[src/rtl/md5_pkg.sv]
// MD5 stream hash package: round constants, shift amounts, message index,
// initial chaining value and the controller/datapath command and status types.
// No dependencies.
`default_nettype none
package md5_pkg;

	localparam logic [31:0] IV_A = 32'h67452301;
	localparam logic [31:0] IV_B = 32'hefcdab89;
	localparam logic [31:0] IV_C = 32'h98badcfe;
	localparam logic [31:0] IV_D = 32'h10325476;
	localparam logic [7:0]  PAD_MARK = 8'h80;
	localparam logic [5:0]  LEN_POS = 6'd56;

	localparam logic [31:0] ROUND_ADD [64] = '{
		32'hd76aa478, 32'he8c7b756, 32'h242070db, 32'hc1bdceee,
		32'hf57c0faf, 32'h4787c62a, 32'ha8304613, 32'hfd469501,
		32'h698098d8, 32'h8b44f7af, 32'hffff5bb1, 32'h895cd7be,
		32'h6b901122, 32'hfd987193, 32'ha679438e, 32'h49b40821,
		32'hf61e2562, 32'hc040b340, 32'h265e5a51, 32'he9b6c7aa,
		32'hd62f105d, 32'h02441453, 32'hd8a1e681, 32'he7d3fbc8,
		32'h21e1cde6, 32'hc33707d6, 32'hf4d50d87, 32'h455a14ed,
		32'ha9e3e905, 32'hfcefa3f8, 32'h676f02d9, 32'h8d2a4c8a,
		32'hfffa3942, 32'h8771f681, 32'h6d9d6122, 32'hfde5380c,
		32'ha4beea44, 32'h4bdecfa9, 32'hf6bb4b60, 32'hbebfbc70,
		32'h289b7ec6, 32'heaa127fa, 32'hd4ef3085, 32'h04881d05,
		32'hd9d4d039, 32'he6db99e5, 32'h1fa27cf8, 32'hc4ac5665,
		32'hf4292244, 32'h432aff97, 32'hab9423a7, 32'hfc93a039,
		32'h655b59c3, 32'h8f0ccc92, 32'hffeff47d, 32'h85845dd1,
		32'h6fa87e4f, 32'hfe2ce6e0, 32'ha3014314, 32'h4e0811a1,
		32'hf7537e82, 32'hbd3af235, 32'h2ad7d2bb, 32'heb86d391
	};

	localparam logic [4:0] ROT_AMT [16] = '{
		5'd7, 5'd12, 5'd17, 5'd22, 5'd5, 5'd9, 5'd14, 5'd20,
		5'd4, 5'd11, 5'd16, 5'd23, 5'd6, 5'd10, 5'd15, 5'd21
	};

	// message word used by round r
	function automatic logic [3:0] msg_index(input logic [5:0] r);
		logic [3:0] g;
		case (r[5:4])
			2'd0: g = r[3:0];
			2'd1: g = 4'(5 * r[3:0] + 1);
			2'd2: g = 4'(3 * r[3:0] + 5);
			default: g = 4'(7 * r[3:0]);
		endcase
		return g;
	endfunction

	// byte source for a write into the block buffer
	typedef enum logic [1:0] {
		SRC_DATA, SRC_MARK, SRC_ZERO, SRC_LEN
	} byte_src_t;

	typedef struct packed {
		logic      wr_en;       // write one byte at wr_addr
		byte_src_t wr_src;
		logic [5:0] wr_addr;
		logic      cnt_inc;     // bump bit count by eight
		logic      len_latch;   // freeze bit count for the length field
		logic      word_load;   // load message word from buffer read data
		logic [5:0] rd_addr;
		logic      rnd_start;   // copy chain into working regs
		logic      rnd_step;    // one round, index rnd
		logic [5:0] rnd;
		logic      chain_add;   // fold working regs into chain
		logic      chain_init;  // back to IV, count to zero
		logic [1:0] out_sel;
	} md5_cmd_t;

	typedef struct packed {
		logic [5:0] fill_pos;   // byte position from the bit count
	} md5_stat_t;

endpackage
`default_nettype wire

[src/rtl/md5_stream_hash.sv]
// MD5 stream hash top level: ties the controller to the datapath.
// Depends on md5_pkg, md5_ctrl, md5_dp, md5_ram.
//
// channel  direction  handshake            payload
// in       to block   valid_in/ready_in    data_byte, byte_present, end_of_message
// out      from block valid_out/ready_out  digest_word, word_number, last_word
//
// A byte that does not fill the block is taken without leaving idle. A filled
// block is unloaded from the buffer, then runs 64 rounds, one round a cycle
// through the single round unit, and one fold. A message end adds a padding sweep
// from the fill position up to byte 63 and one or two compressions; a block
// filled by the last byte is compressed first and then a whole padding block
// follows. Four digest words then wait for ready_out; ready_in stays low from
// a block fill to its fold, and from a message end to the last digest word.
// Reset restores the IV and clears the bit count.
`default_nettype none
module md5_stream_hash (
	input  wire logic        clk,
	input  wire logic        arst_n,
	input  wire logic        valid_in,
	output logic             ready_in,
	input  wire logic [7:0]  data_byte,
	input  wire logic        byte_present,
	input  wire logic        end_of_message,
	output logic             valid_out,
	input  wire logic        ready_out,
	output logic [31:0]      digest_word,
	output logic [1:0]       word_number,
	output logic             last_word
);
	import md5_pkg::*;

	md5_cmd_t  cmd;
	md5_stat_t stat;

	md5_ctrl u_ctrl (
		.clk(clk), .arst_n(arst_n),
		.valid_in(valid_in), .ready_in(ready_in),
		.byte_present(byte_present), .end_of_message(end_of_message),
		.valid_out(valid_out), .ready_out(ready_out),
		.word_number(word_number), .last_word(last_word),
		.stat(stat), .cmd(cmd)
	);

	md5_dp u_dp (
		.clk(clk), .arst_n(arst_n), .cmd(cmd), .data_byte(data_byte),
		.stat(stat), .digest_word(digest_word)
	);
endmodule
`default_nettype wire

[src/rtl/md5_ram.sv]
// Generic single-port-write, single-port-read RAM with registered read.
// No dependencies.
`default_nettype none
module md5_ram #(
	parameter int Width = 8,
	parameter int Depth = 64
) (
	input  wire logic                     clk,
	input  wire logic                     we,
	input  wire logic [$clog2(Depth)-1:0] waddr,
	input  wire logic [Width-1:0]         wdata,
	input  wire logic [$clog2(Depth)-1:0] raddr,
	output logic      [Width-1:0]         rdata
);
	logic [Width-1:0] mem_q [Depth];

	always_ff @(posedge clk) begin
		if (we) begin
			mem_q[waddr] <= wdata;
		end
		rdata <= mem_q[raddr];
	end
endmodule
`default_nettype wire

[src/rtl/md5_dp.sv]
// MD5 datapath: block buffer, bit count, message word registers, round unit,
// chaining words. Depends on md5_pkg and md5_ram.
`default_nettype none
module md5_dp (
	input  wire logic             clk,
	input  wire logic             arst_n,
	input  wire md5_pkg::md5_cmd_t cmd,
	input  wire logic [7:0]       data_byte,
	output md5_pkg::md5_stat_t    stat,
	output logic [31:0]           digest_word
);
	import md5_pkg::*;

	logic [63:0] bits_q, len_q;
	logic [31:0] chain_q [4];
	logic [31:0] a_q, b_q, c_q, d_q;
	logic [31:0] m_q [16];
	logic [7:0]  wdata, rdata;
	logic [31:0] sum, f, rot_in;
	logic [4:0]  sh;
	logic [3:0]  g;

	always_comb begin
		case (cmd.wr_src)
			SRC_DATA: wdata = data_byte;
			SRC_MARK: wdata = PAD_MARK;
			SRC_ZERO: wdata = 8'h00;
			default:  wdata = len_q[{cmd.wr_addr[2:0], 3'b000} +: 8];
		endcase
	end

	md5_ram #(.Width(8), .Depth(64)) u_buf (
		.clk(clk), .we(cmd.wr_en), .waddr(cmd.wr_addr), .wdata(wdata),
		.raddr(cmd.rd_addr), .rdata(rdata)
	);

	assign stat.fill_pos = bits_q[8:3];

	always_comb begin
		case (cmd.rnd[5:4])
			2'd0: f = (b_q & c_q) | (~b_q & d_q);
			2'd1: f = (d_q & b_q) | (~d_q & c_q);
			2'd2: f = b_q ^ c_q ^ d_q;
			default: f = c_q ^ (b_q | ~d_q);
		endcase
		g = msg_index(cmd.rnd);
		sh = ROT_AMT[{cmd.rnd[5:4], cmd.rnd[1:0]}];
		rot_in = a_q + f + ROUND_ADD[cmd.rnd] + m_q[g];
		sum = b_q + ((rot_in << sh) | (rot_in >> (6'd32 - {1'b0, sh})));
	end

	assign digest_word = chain_q[cmd.out_sel];

	always_ff @(posedge clk or negedge arst_n) begin
		if (!arst_n) begin
			bits_q <= '0;
			chain_q <= '{IV_A, IV_B, IV_C, IV_D};
		end else begin
			if (cmd.chain_init) begin
				bits_q <= '0;
				chain_q <= '{IV_A, IV_B, IV_C, IV_D};
			end else begin
				if (cmd.cnt_inc) bits_q <= bits_q + 64'd8;
				if (cmd.chain_add) begin
					chain_q[0] <= chain_q[0] + a_q;
					chain_q[1] <= chain_q[1] + b_q;
					chain_q[2] <= chain_q[2] + c_q;
					chain_q[3] <= chain_q[3] + d_q;
				end
			end
		end
	end

	always_ff @(posedge clk) begin
		if (cmd.len_latch) len_q <= bits_q;
		// read data arrives the cycle after rd_addr; controller delays word_load
		if (cmd.word_load) begin
			m_q[cmd.rd_addr[5:2] - 4'(cmd.rd_addr[1:0] == 2'd0)]
				[{2'(cmd.rd_addr[1:0] - 2'd1), 3'b000} +: 8] <= rdata;
		end
		if (cmd.rnd_start) begin
			a_q <= chain_q[0]; b_q <= chain_q[1];
			c_q <= chain_q[2]; d_q <= chain_q[3];
		end else if (cmd.rnd_step) begin
			a_q <= d_q; d_q <= c_q; c_q <= b_q; b_q <= sum;
		end
	end
endmodule
`default_nettype wire

[src/rtl/md5_ctrl.sv]
// MD5 controller: input/output handshakes, padding sequence, buffer unload,
// round sequencing. Depends on md5_pkg.
`default_nettype none
module md5_ctrl (
	input  wire logic              clk,
	input  wire logic              arst_n,
	input  wire logic              valid_in,
	output logic                   ready_in,
	input  wire logic              byte_present,
	input  wire logic              end_of_message,
	output logic                   valid_out,
	input  wire logic              ready_out,
	output logic [1:0]             word_number,
	output logic                   last_word,
	input  wire md5_pkg::md5_stat_t stat,
	output md5_pkg::md5_cmd_t      cmd
);
	import md5_pkg::*;

	typedef enum logic [2:0] {
		ST_IDLE, ST_PAD, ST_LOAD, ST_ROUND, ST_ADD, ST_OUT
	} state_t;

	state_t     state_q;
	logic [5:0] pos_q;      // pad write address
	logic [6:0] cnt_q;      // load byte counter, 0..64
	logic [5:0] rnd_q;
	logic       final_q;    // compression belongs to the finishing sequence
	logic       padnext_q;  // after this compression, pad a fresh block
	logic       pad_done_q; // padding already written for the current message
	logic [1:0] wsel_q;
	logic       acc;

	assign ready_in = (state_q == ST_IDLE);
	assign acc = valid_in && ready_in;
	assign valid_out = (state_q == ST_OUT);
	assign word_number = wsel_q;
	assign last_word = (wsel_q == 2'd3);

	always_comb begin
		cmd = '0;
		cmd.wr_src = SRC_DATA;
		cmd.rnd = rnd_q;
		cmd.out_sel = wsel_q;
		cmd.rd_addr = cnt_q[5:0];
		case (state_q)
			ST_IDLE: begin
				cmd.wr_addr = stat.fill_pos;
				cmd.wr_en = acc && byte_present;
				cmd.cnt_inc = acc && byte_present;
			end
			ST_PAD: begin
				cmd.wr_en = 1'b1;
				cmd.wr_addr = pos_q;
				// length goes into the last padding block only
				if (pos_q == stat.fill_pos && !padnext_q) cmd.wr_src = SRC_MARK;
				else if (pos_q >= LEN_POS && (padnext_q || stat.fill_pos < LEN_POS))
					cmd.wr_src = SRC_LEN;
				else cmd.wr_src = SRC_ZERO;
			end
			ST_LOAD: begin
				cmd.word_load = (cnt_q != 7'd0);
				cmd.rnd_start = (cnt_q == 7'd64);
			end
			ST_ROUND: cmd.rnd_step = 1'b1;
			ST_ADD:   cmd.chain_add = 1'b1;
			ST_OUT:   cmd.chain_init = ready_out && (wsel_q == 2'd3);
			default:  ;
		endcase
		// bit count is final and stable for the whole padding sweep
		cmd.len_latch = (state_q == ST_PAD);
	end

	always_ff @(posedge clk or negedge arst_n) begin
		if (!arst_n) begin
			state_q <= ST_IDLE;
			pos_q <= '0;
			cnt_q <= '0;
			rnd_q <= '0;
			final_q <= 1'b0;
			padnext_q <= 1'b0;
			wsel_q <= '0;
		end else begin
			case (state_q)
				ST_IDLE: begin
					if (acc) begin
						cnt_q <= '0;
						final_q <= end_of_message;
						padnext_q <= 1'b0;
						if (byte_present && stat.fill_pos == 6'd63) begin
							state_q <= ST_LOAD;
						end else if (end_of_message) begin
							// fill position after this byte
							pos_q <= byte_present ? stat.fill_pos + 6'd1 : stat.fill_pos;
							state_q <= ST_PAD;
						end
					end
				end
				ST_PAD: begin
					// the mark goes where the count points; padnext skips it
					pos_q <= pos_q + 6'd1;
					if (pos_q == 6'd63) begin
						cnt_q <= '0;
						// mark at >= 56 means length needs a second block
						padnext_q <= !padnext_q && stat.fill_pos >= LEN_POS;
						state_q <= ST_LOAD;
					end
				end
				ST_LOAD: begin
					cnt_q <= cnt_q + 7'd1;
					if (cnt_q == 7'd64) begin
						rnd_q <= '0;
						state_q <= ST_ROUND;
					end
				end
				ST_ROUND: begin
					rnd_q <= rnd_q + 6'd1;
					if (rnd_q == 6'd63) state_q <= ST_ADD;
				end
				ST_ADD: begin
					if (padnext_q) begin
						pos_q <= '0;
						state_q <= ST_PAD;
					end else if (final_q && !pad_done_q) begin
						// a full block that also ends the message still needs padding
						pos_q <= '0;
						state_q <= ST_PAD;
					end else if (final_q) begin
						wsel_q <= '0;
						state_q <= ST_OUT;
					end else begin
						state_q <= ST_IDLE;
					end
				end
				ST_OUT: begin
					if (ready_out) begin
						wsel_q <= wsel_q + 2'd1;
						if (wsel_q == 2'd3) state_q <= ST_IDLE;
					end
				end
				default: state_q <= ST_IDLE;
			endcase
		end
	end

	always_ff @(posedge clk or negedge arst_n) begin
		if (!arst_n) pad_done_q <= 1'b0;
		else if (state_q == ST_IDLE) pad_done_q <= 1'b0;
		else if (state_q == ST_PAD) pad_done_q <= 1'b1;
	end
endmodule
`default_nettype wire

[config.mk]
export PLATFORM = sky130hd
export DESIGN_NAME = md5_stream_hash
export DESIGN_NICKNAME = d
export VERILOG_FILES = /design/src/rtl/md5_pkg.sv /design/src/rtl/md5_stream_hash.sv /design/src/rtl/md5_ram.sv /design/src/rtl/md5_dp.sv /design/src/rtl/md5_ctrl.sv
export SDC_FILE = /design/constraint.sdc
export NUM_CORES = 2
export LEC_CHECK = 0
export BUFFER_PORTS_ARGS = -buffer_cell sky130_fd_sc_hd__buf_2
export CORE_MARGIN = 2
export CORE_UTILIZATION = 37
export CTS_BUF_LIST = sky130_fd_sc_hd__clkbuf_8
export CTS_CLUSTER_DIAMETER = 50
export CTS_CLUSTER_SIZE = 30
export DETAILED_ROUTE_END_ITERATION = 8
export GPL_ROUTABILITY_DRIVEN = 0
export SLEW_MARGIN = 25
export SYNTH_ARGS = -nofsm -noshare
export SYNTH_HDL_FRONTEND = slang
export SYNTH_SLANG_ARGS = --single-unit
[constraint.sdc]
create_clock -name clk -period 19.9 [get_ports clk]
set_input_delay 0.995 -clock clk [delete_from_list [all_inputs] [get_ports clk]]
set_output_delay 0.995 -clock clk [all_outputs]
set_load 0.02 [all_outputs]
==> results.md <==
- TritonCTS built the clock tree.
- The initial cell density of the core is 0.372.
- The number of buffers added for setup after CTS is 0.
- The number of optimization iterations in the first detailed-route pass is 8.
- The worst hold path begins at end_of_message.
- The number of resized instances in the post-cts repair step is 0.
- The met2 capacity usage during global routing is 0.324.
- The floorplan has 167 rows.
- The fraction of the yosys area taken by sequential cells is 0.545.
- The highest clock rate is 79.2 MHz.
- The total wirelength of the detailed-routed design is 221 mm.
- Summed over all layers, the global routing overflow is 0.
- The startpoint kind of the worst setup timing path is a flip-flop.
- The share of the core filled with cells is 0.403.
- After clock tree synthesis, the flow added hold-fix buffers numbering 1.
- The worst-path maximum fanout is 64.
- The netlist uses 99 different library cells.
- The placed wire-length estimate after detailed placement is 151 mm.
- The number of hold-slack violations in the final timing report is 0.
- Of the available clock period, the critical path in the final layout requires 0.634.
- Clock-pin slew was measured on the worst setup and hold paths at 0.10 ns.
- The final antenna-violating net count is 0.
- The via count of the first global-routing pass is 51153.
- The layer carrying the most global-route usage is met2.
- During I/O placement, the number of pins put on the boundary was 51.
- The clock skew is 0.0893 ns.
- The min-delay analysis places its worst path in the category in -> reg.
- The number of endpoints failing setup at the final stage is 0.
- The tree is rooted in a clkbuf_8.
- Across the run, the number of max-cap violations was 0.
- Of the cells placed in the final design, the portion with a size suffix greater than 1 is 0.140.
- The synthesis warning total is 0.
- The max-slew violation count is 0.
- The slew at the pin closest to its max-slew limit is 1.18 ns.
- The top flip-flop cell by instance count after synthesis is edfxtp_1.
- Counting along the longest clock path gives a buffer depth of 3.
- For this design, the sink count on the clock tree is 1437.
- The synthesized flop and latch total is 1437.
- Setup repair after global routing left no endpoint under its margin.
- Dividing the detail-routed via count by the number of cells gives 5.78.
- In this run the number of H-tree levels came out at 4.
- The DRC violations left is 0.
- Measured along the y axis, the die boundary spans 461 um.
- The run finished with clean final reports.
- The routed wirelength normalized by instance count is 24.1 um.
- The stage delay of the slowest cell on the critical path is 0.86 ns.
- The worst setup path is of the reg -> reg kind.
- The post-synthesis cell count is 6334.
- The floorplan step defined a core boundary enclosing 0.207 mm^2.
- The headroom to the max-slew limit is 0.211.
- The signal arrival time at the worst endpoint is 13.25 ns.
- The cell with the biggest individual delay on the critical path is buf_4.
- After synthesis the cells add up to 0.0771 mm^2.
- The initial DRC count is 6227.
- The number of fillers in the final layout is 19407.
- Relative to the synthesized area, the layout overhead comes to 8.31%.
- The largest net degree at the start of global routing is 84.
- For this run, global-route usage on met1 was measured as 0.286.
- In this run the horizontal extent of the chip is 461 um.
- The setup TNS after final layout is 0 ns.
- The required time at the worst-slack endpoint is 20.53 ns.
- Summed over all instances, the cell type with the most area after synthesis is edfxtp_1.
- After synthesis, the cell types taking the most area are edfxtp_1, mux4_2, dfrtp_1.
- The number of buffers inserted during clock tree synthesis is 131.
- The total global-route track usage is 0.206.
- For the worst-skew pair, the clock arrives at the later sink with an insertion delay of 0.98 ns.
- The number of antenna violations at the first check in global routing was 12.
- For met3 alone, demand over resource in global routing was 0.0404.
- Dividing the synthesized area by the synthesized cell count gives 12.2 um^2.
- The number of enable-type register cells in the synthesized netlist is 1213.
- The area share of the largest cell type after synthesis is 0.472.
- The via count is 52988.
- The number of nets in the finished design is 6572.
- The clock period could shrink to 12.62 ns.
- The most frequent cell on the critical path is o21ai_0.
- For this run, asynchronously set or reset flops after synthesis account for 0.150.
- The number of port buffers is 50.
- The critical path capture point type is a flip-flop.
- The beginning of the worst register-to-register path is u_ctrl.rnd_q[1]$_DFFE_PN0P_.
- The first-pass GRT wire length is 333 mm.
- Hold timing on the final database bottoms out at a slack of 0.363 ns.
- The launch point of the critical path is u_ctrl.rnd_q[1]$_DFFE_PN0P_.
- The area enclosed by the die boundary is 0.212 mm^2.
- The net count of the mapped netlist is 6645.
==> per-layer routing <==
layer / part of all wire / wire, um
met2: 0.46 / 102000
met5: 0.000095 / 21
met1: 0.42 / 93300
met4: 0.038 / 8390
met3: 0.079 / 17400
==> area by class of cell <==
class	instances	area, um^2	share of cell area
Clock buffer	138	1900	0.0227
Tap cell	2788	3490	0.0418
Inverter	240	906	0.0108
Multi-Input combinational cell	4321	33100	0.396
Clock inverter	105	1130	0.0135
Sequential cell	1437	42100	0.504
Timing Repair Buffer	130	892	0.0107
Antenna cell	6	15.0	0.000180
==> cells in the mapped netlist (28+ instances only) <==
| master | count |
|---|---|
| a211oi_1 | 87 |
| a21o_1 | 73 |
| a21oi_1 | 418 |
| a31oi_1 | 79 |
| and2_1 | 62 |
| and3_1 | 44 |
| buf_1 | 64 |
| clkbuf_1 | 254 |
| dfrtp_1 | 152 |
| dfstp_2 | 64 |
| edfxtp_1 | 1213 |
| fa_1 | 69 |
| ha_1 | 228 |
| inv_1 | 234 |
| mux2i_1 | 104 |
| mux4_2 | 346 |
| nand2_1 | 750 |
| nand2b_1 | 52 |
| nand3_1 | 139 |
| nand4_1 | 30 |
| nor2_1 | 539 |
| nor2b_1 | 64 |
| nor3_1 | 87 |
| o211ai_1 | 51 |
| o21a_1 | 37 |
| o21ai_0 | 373 |
| o31ai_1 | 33 |
| or3_1 | 28 |
| xnor2_1 | 160 |
| xor2_1 | 130 |
==> worst paths after layout <==
check                                                end  slack, ns  depth (start not counted)
setup / recovery                  u_dp.b_q[31]$_DFFE_PP_       7.28                         41
hold / removal                u_ctrl.final_q$_DFFE_PN0P_       0.36                          2
setup reg to reg                  u_dp.b_q[31]$_DFFE_PP_       7.28                         41
hold reg to reg                 u_dp.len_q[63]$_DFFE_PN_       0.51                          0
max in group asynchronous  u_dp.chain_q[110]$_DFFE_PN0P_      17.94                          3
min in group asynchronous   u_dp.chain_q[45]$_DFFE_PN0P_       0.64                          2
==> stage by stage <==
step                      setup slack, ns  cell area [um^2]  instances
after floorplan                      9.35             77100       6334
after global placement               7.70             80400       8914
after detailed placement             7.48             80400       8915
after CTS                            7.43             83500       9159
after global routing                 6.45             83500       9161
final                                7.28             83500       9165
==> state kept, by name, indices dropped and copies added, names as in the netlist, 61 cells and up <==
| name | count |
|---|---|
| u_dp.bits_q | 61 |
| u_dp.m_q | 512 |
| u_dp.chain_q | 128 |
| u_dp.u_buf.mem_q | 512 |
| u_dp.len_q | 61 |
==> logic make-up after synthesis <==
family / Yosys count / share of synthesized area
xor+xnor: 292 / 0.0334
mux: 471 / 0.118
fa+ha+maj: 297 / 0.0549
buf+inv: 576 / 0.0286
compound gates: 1390 / 0.112
flops: 1437 / 0.545
simple gates: 1871 / 0.108
==> worst max-delay path: cells and delay by family (launching register included) <==
kind / cells / cell delay, ns
buffers and inverters: 5 / 2.31
and+or+nand+nor: 8 / 1.54
muxes: 2 / 0.73
adders and majority gates: 5 / 2.17
AOI/OAI and AO/OA: 21 / 5.07
DFF: 1 / 0.38
==> layout by cell type (no fill, tap or decap), types with 18 or more instances in the layout <==
cell	instances
edfxtp_1	1213
nand2_1	750
nor2_1	509
a21oi_1	418
o21ai_0	366
mux4_2	345
inv_1	245
ha_1	228
xnor2_1	157
dfrtp_1	144
nand3_1	138
clkbuf_8	138
xor2_1	129
mux2i_1	104
a211oi_1	87
nor3_1	86
a31oi_1	79
buf_4	76
a21o_1	72
fa_1	69
nor2b_1	64
dfstp_2	64
and2_1	62
nand2b_1	52
o211ai_1	51
buf_2	49
and3_1	43
o21a_1	37
o31ai_1	32
nand4_1	30
or3_1	28
nor2_2	27
a22oi_1	23
mux2_2	21
inv_6	18
Power is left out: the tool's default activity adds up to more than one toggle a clock period on the data nets, which glitch-free logic cannot reach.
